### config.mk
export PLATFORM = sky130hd
export DESIGN_NAME = ffha_ctrl
export DESIGN_NICKNAME = d
export VERILOG_FILES = /design/src/hdl/ffha_pkg.sv /design/src/hdl/ffha_ctrl.sv
export SDC_FILE = /design/constraint.sdc
export NUM_CORES = 1
export LEC_CHECK = 0
export BUFFER_PORTS_ARGS = -buffer_cell sky130_fd_sc_hd__buf_4
export CAP_MARGIN = 15
export CORE_MARGIN = 1
export CORE_UTILIZATION = 45
export CTS_CLUSTER_DIAMETER = 80
export DETAILED_ROUTE_END_ITERATION = 10
export PLACE_DENSITY = 0.79
export SYNTH_ARGS = -nofsm -noshare
export SYNTH_HDL_FRONTEND = slang
export SYNTH_SLANG_ARGS = --single-unit
export TNS_END_PERCENT = 5
### constraint.sdc
create_clock -name clk -period 1.56 [get_ports clk]
set_input_delay 0.078 -clock clk [delete_from_list [all_inputs] [get_ports clk]]
set_output_delay 0.078 -clock clk [all_outputs]
set_load 0.01 [all_outputs]
### src/hdl/ffha_pkg.sv
// Shared types and constants for the first-fit heap allocator.
// Command and status bundles that join the controller and the datapath.
// No dependencies.
`timescale 1ns / 1ps
`default_nettype none

package ffha_pkg;

  localparam int GRANULE_SHIFT = 4;
  localparam int NEED_W        = 13;
  localparam int HB_W          = 17;
  localparam logic [HB_W-1:0] HEAP_BYTES_RESET = 17'h10000;

  typedef enum logic [2:0] {
    ST_OK          = 3'd0,
    ST_ZERO_SIZE   = 3'd1,
    ST_NO_FIT      = 3'd2,
    ST_NULL_FREE   = 3'd3,
    ST_BAD_ADDR    = 3'd4,
    ST_DOUBLE_FREE = 3'd5
  } status_t;

  typedef enum logic [3:0] {
    CMD_IDLE,
    CMD_CLR_STEP,
    CMD_LOAD,
    CMD_WALK_START,
    CMD_WALK_STEP,
    CMD_A_TAKE,
    CMD_A_SPLIT,
    CMD_F_READ,
    CMD_F_TAKE,
    CMD_F_MERGE_NEXT,
    CMD_F_CLR_NEXT,
    CMD_F_MERGE_PREV,
    CMD_F_CLR_U,
    CMD_RESULT
  } cmd_op_t;

  typedef struct packed {
    cmd_op_t op;
    status_t st;
  } dp_cmd_t;

  typedef struct packed {
    logic clr_done;
    logic is_free_op;
    logic req_zero;
    logic walk_end;
    logic fit;
    logic split;
    logic off_null;
    logic off_bad;
    logic blk_absent;
    logic blk_free;
    logic next_merge;
    logic at_target;
    logic target_zero;
    logic prev_free;
    logic out_free;
  } dp_stat_t;

endpackage

`default_nettype wire

### src/hdl/ffha_ctrl.sv
// Controller of the first-fit heap allocator: sequences clearing,
// allocate walks and free/merge steps. Depends on ffha_pkg.
`timescale 1ns / 1ps
`default_nettype none

module ffha_ctrl
  import ffha_pkg::*;
(
  input  wire logic     clk,
  input  wire logic     rst_n,
  input  wire logic     in_valid,
  output logic          in_stall,
  input  wire logic     cfg_wr,
  input  wire dp_stat_t stat,
  output dp_cmd_t       cmd
);

  typedef enum logic [3:0] {
    S_CLEAR, S_IDLE, S_DISPATCH, S_AWALK, S_ASPLIT, S_FGOT, S_FNEXT,
    S_FCLRNX, S_PSTART, S_PWALK, S_FCLRU, S_FINISH
  } state_t;

  state_t  state_r, state_nxt;
  status_t st_r, st_nxt;

  assign in_stall = (state_r != S_IDLE);

  always_comb begin
    state_nxt = state_r;
    st_nxt    = st_r;
    cmd.op    = CMD_IDLE;
    cmd.st    = st_r;
    case (state_r)
      S_CLEAR: begin
        cmd.op = CMD_CLR_STEP;
        if (stat.clr_done) state_nxt = S_IDLE;
      end
      S_IDLE: begin
        if (in_valid) begin
          cmd.op    = CMD_LOAD;
          state_nxt = S_DISPATCH;
        end
      end
      S_DISPATCH: begin
        if (!stat.is_free_op) begin
          if (stat.req_zero) begin
            st_nxt = ST_ZERO_SIZE; state_nxt = S_FINISH;
          end else begin
            cmd.op = CMD_WALK_START; state_nxt = S_AWALK;
          end
        end else if (stat.off_null) begin
          st_nxt = ST_NULL_FREE; state_nxt = S_FINISH;
        end else if (stat.off_bad) begin
          st_nxt = ST_BAD_ADDR; state_nxt = S_FINISH;
        end else begin
          cmd.op = CMD_F_READ; state_nxt = S_FGOT;
        end
      end
      S_AWALK: begin
        if (stat.walk_end) begin
          st_nxt = ST_NO_FIT; state_nxt = S_FINISH;
        end else if (stat.fit) begin
          cmd.op    = CMD_A_TAKE;
          st_nxt    = ST_OK;
          state_nxt = stat.split ? S_ASPLIT : S_FINISH;
        end else begin
          cmd.op = CMD_WALK_STEP;
        end
      end
      S_ASPLIT: begin
        cmd.op = CMD_A_SPLIT; state_nxt = S_FINISH;
      end
      S_FGOT: begin
        if (stat.blk_absent) begin
          st_nxt = ST_BAD_ADDR; state_nxt = S_FINISH;
        end else if (stat.blk_free) begin
          st_nxt = ST_DOUBLE_FREE; state_nxt = S_FINISH;
        end else begin
          cmd.op = CMD_F_TAKE; st_nxt = ST_OK; state_nxt = S_FNEXT;
        end
      end
      S_FNEXT: begin
        if (stat.next_merge) begin
          cmd.op = CMD_F_MERGE_NEXT; state_nxt = S_FCLRNX;
        end else begin
          state_nxt = S_PSTART;
        end
      end
      S_FCLRNX: begin
        cmd.op = CMD_F_CLR_NEXT; state_nxt = S_PSTART;
      end
      S_PSTART: begin
        if (stat.target_zero) begin
          state_nxt = S_FINISH;
        end else begin
          cmd.op = CMD_WALK_START; state_nxt = S_PWALK;
        end
      end
      S_PWALK: begin
        if (stat.at_target) begin
          if (stat.prev_free) begin
            cmd.op = CMD_F_MERGE_PREV; state_nxt = S_FCLRU;
          end else begin
            state_nxt = S_FINISH;
          end
        end else if (stat.walk_end) begin
          state_nxt = S_FINISH;
        end else begin
          cmd.op = CMD_WALK_STEP;
        end
      end
      S_FCLRU: begin
        cmd.op = CMD_F_CLR_U; state_nxt = S_FINISH;
      end
      S_FINISH: begin
        if (stat.out_free) begin
          cmd.op = CMD_RESULT; state_nxt = S_IDLE;
        end
      end
      default: state_nxt = S_CLEAR;
    endcase
    if (cfg_wr) begin
      cmd.op    = CMD_IDLE;
      state_nxt = S_CLEAR;
    end
  end

  always_ff @(posedge clk) begin
    if (!rst_n) begin
      state_r <= S_CLEAR;
      st_r    <= ST_OK;
    end else begin
      state_r <= state_nxt;
      st_r    <= st_nxt;
    end
  end

endmodule

`default_nettype wire

---- Word level (Yosys, flattened, before mapping) ----
Index checks and enable logic that the tools add are counted.
storage, ports and cells
  register bits ........................... 7
  bits in latches ......................... 0
  bits in writable memories ............... 0
  memory bits (read-only) ................. 0
  input port bits ......................... 19
  output and inout bits ................... 8
  word-level logic and storage cells ...... 72
  memories kept ........................... 0
cells by class
  add/sub/neg operators ................... 0
  $mul .................................... 0
  div/mod/pow operators ................... 0
  $lt $le $gt $ge ......................... 0
  equality and inequality tests ........... 19
  shift-type cells ........................ 0
  multiplexer cells ....................... 44
  bitwise logic cells ..................... 1
  reduce and logical (&&, ||, !) cells .... 6
operator list
  operator                                                number
  two-way mux 4 bit                                       23
  one-hot mux 4 bit (12 select lines)                     1
  one-hot mux 4 bit (11 select lines)                     1
  two-way mux 3 bit                                       12
  equality test 4 x 3 -> 1 bit (second input constant)    4
  equality test 4 bit (second input constant)             4
  inequality test 3 bit (second input constant)           3
  one-hot mux 3 bit (3 select lines)                      1
  equality test 4 x 2 -> 1 bit (second input constant)    2
  two-way mux 2 bit                                       4
  inequality test 2 bit (second input constant)           3
  AND reduction 5 bit                                     1
  equality test 4 x 1 -> 1 bit (second input constant)    1
  logical NOT 4 bit                                       1
  inequality test 4 x 1 -> 1 bit (second input constant)  1
  inequality test 4 bit (second input constant)           1
  AND reduction 4 bit                                     1
  OR reduction 2 bit                                      2
  nonzero test 3 bit                                      1
  two-way mux 1 bit                                       2
  inverter 1 bit                                          1

---- Logic depth before layout (Yosys ltp) ----
  depth in word-level cells ............... 5
  mapped depth ............................ 7
  gate-level depth less buffers ........... 5

---- Worst setup path after synthesis ----
OpenSTA, ideal clock, no wires.
  path kind ............................... register -> output
  start point ............................. reg state_r[1]
  end point ............................... out cmd[6] (netlist bit)
  data arrival time ....................... 1.400 ns
  required time ........................... 1.482 ns
  slack ................................... 0.082 ns
  stages on the path, launching flop included .. 8
  buffers on the path ..................... 2
  path through ............................ dfxtp_1 -> buf_4 -> buf_6 -> nor4b_2 -> o21ai_1 -> o31ai_1 -> a21oi_1 -> nor3b_1
RTL lines
  element                 line              text
  start, declared         ffha_ctrl.sv:23   state_t state_r, state_nxt;
  start signal, assigned  ffha_ctrl.sv:133  state_r <= state_nxt;
  end, declared           ffha_ctrl.sv:15   output dp_cmd_t cmd

==> impl_results.md <==
- Status: finished, violations left
- Failing checks: setup timing
- Port buffer count: 26
- Clock buffer count from CTS: 3
- Core Region: 0.00204 mm2
- Worst-skew pair later-pin latency: 0.27 ns
- CTS tree: done
- Starting density of the core: 49.6%
- CP startpoint: state_r[2]
- Netlist Area Pre-Place: 0.00101 mm2
- Final worst clock skew: 0.0117 ns
- Fin worst setup slack: -0.224 ns
- WP buf/inv: 3
- Max Freq: 561 MHz
- Post-route DRC: 0
- Reg clk slew, reported paths: 0.06 ns
- DP HPWL: 2.66 mm
- RSZ-0062 raised after global routing: true
- CTS root buffer: clkbuf_4
- Fin Setup TNS: -0.822 ns
- VDD IR-drop max: 0.423 mV
- GPL Wtd Cong: 0.969
- Synth area leader: dfxtp_1
- # IOs: 27
- Crit path cell chain: buf_6, buf_12, a22o_1, a2111oi_4, nor2_1, o31ai_1, buf_4
- Arrival time at the worst endpoint: 1.71 ns
- R2R Path Start: state_r[2]
- Initial antenna violation count: 0
- Largest net degree at the start of global routing: 18
- Startpoint Class: flip-flop
- Worst-path fanout max: 9
- Syn-to-layout area delta: 51.4%
- Post-synth EDFFs: 0
- Critical Path RT: 1.48 ns
- Setup slack, reg-to-reg: -0.13 ns
- Final wirelength: 3.66 mm
- # clock sinks: 7
- Gr ovfl total: 0
- Async set-reset flop share out of synthesis: 0%
- Share of cells above drive strength 1: 43.8%
- CTS H-tree depth: 1
- Global-route wire length before repair: 5.81 mm
- Die area: 0.00245 mm2
- Library cells used by synthesis: 49
- Vias in the first global route: 1282
- Rows: 16
- Ys Warns: 0
- WL per Instance: 17.3 um
- Hold Path Origin: rst_n
- Setup crit end kind: primary output
- Top cells by area, synth: dfxtp_1 (14%), nand2_1 (5.9%), o31ai_1 (5.2%), nand2b_1 (4.9%), nor2_1 (4.8%)
- Synthesized Nets: 155
- Post-synth top area share: 13.8%
- Slowest-stage cell, CP: dfxtp_4
- M1 GR Usage: 37.6%
- Power Density: 375 mW/mm2
- Power Total: 0.000575 W
- Multi-input logic area: 867 um2
- Routed Antenna Nets: 0
- Detailed Routing Iterations Pass 1: 4
- Worst slew pin tran: 0.367 ns
- Via density per instance: 6.21
- CP Class: flip-flop to primary output
- Register area share after synthesis: 13.8%
- Worst min-delay path category: input pin to flip-flop
- Ys flop type: dfxtp_1
- Fillers: 149
- Final setup fails: 8
- CTS Buffer Depth: 2
- Total number of vias: 1316
- Rel. slew slack: 75.5%
- Grt peak-use layer: met2
- Mean Syn Cell Area: 7.45 um2
- GR Util met2: 54.6%
- Most frequent cells in the layout: buf_4 (50), nand2_1 (16), nor2_1 (13)
- Post-synthesis sequential element count: 7
- Fin crit period: 1.78 ns
- Slowest stage delay, CP: 0.35 ns
- Final hold violation count: 0
- FF+latch area: 151 um2
- Fin crit share: 114%
- Pins Over Slew Limit: 0
- Static Leak: 0.633 nW
- Most common cell after layout, fill and taps aside: buf_4
- Post-synthesis cell count: 136
- Die width: 49.5 um
- Antenna Cells: 0
- CP delay by family, top: compound AO/OA/AOI/OAI gates
- Nets: 205
- Die Y-Extent: 49.5 um
- Max cap viols: 0
- Iter 0 DRT Violations: 69
- Total GRT Usage: 31.4%
- GR Util met3: 4.94%
- Hold buffers post-CTS: 0
==> repair_timing <==
item,in CTS,in global routing
gates cloned,0,0
resized for setup,14,10
buffers inserted,3,1
endpoints found under the setup margin,8,10
pin swaps,6,4
==> flip-flops by register name, summed over array words and instances, names as in the netlist <==
signal   count
st_r         3
state_r      4
==> kinds of logic after synthesis <==
logic type / Yosys count / synth area share, %
XOR/XNOR: 1 / 0.864
multiplexers: 2 / 1.98
buffers and inverters: 13 / 7.78
AND/OR/NAND/NOR: 65 / 36.8
flip-flops: 7 / 13.8
AO/OA/AOI/OAI: 48 / 38.8
==> layout make-up <==
type	instances	area share [%]
clock buffers	4	1.71
inverters	3	0.734
multi-input cells	116	56.5
flip-flops and latches	7	9.87
well taps	27	2.20
repair buffers	55	29.0
==> synth_stat cells (all sizes together) (3+ instances only) <==
cell type and number:
nand2b 9, dfxtp 7, nor3b 4, buf 10, nand2 16, o31ai 8
inv 3, nand3 4, a31oi 4, nor2b 4, o21ai 8, a21oi 6
nor2 13
==> worst reg2reg max path: stages, from the launching register on <==
cell and delay [ns]:
dfxtp_4 0.35, buf_4 0.14, buf_4 0.14, nor2b_2 0.12
o211ai_1 0.13, a211oi_4 0.39, o221ai_2 0.16, o211a_1 0.14
==> final timing paths <==
path | to | cells past startpoint
hold / removal | st_r[1] | 2
setup reg to reg | st_r[1] | 7
hold reg to reg | st_r[1] | 1
setup / recovery | cmd[3] | 7
==> report_power, final <==
part	internal, W	total (W)	switching (W)
Combinational	0.000105	0.000214	0.000109
Sequential	0.000179	0.000184	0.00000545
Clock	0.0000984	0.000177	0.0000789
==> per-layer routing <==
metal  routed length (um)  part of all wire, %
met1                 1440                   39
met2                 1800                   49
met3                  290                  7.9
met4                  128                  3.5
met5                    0                    0
==> through the flow <==
step | area, um2 | utilization, % | instances | hold slack [ns] | setup slack, ns
floorplan | 1010 | - | 136 | 0.200 | 0.0820
global placement | 1380 | 67.3 | 204 | 0.340 | -0.0634
detailed placement | 1380 | 67.3 | 204 | 0.348 | -0.0812
CTS | 1470 | 71.9 | 211 | 0.0859 | -0.211
global route | 1530 | 75.1 | 212 | 0.0918 | -0.254
finish | 1530 | 75.1 | 212 | 0.0864 | -0.224
No activity file was read; power rests on OpenSTA's default activity.
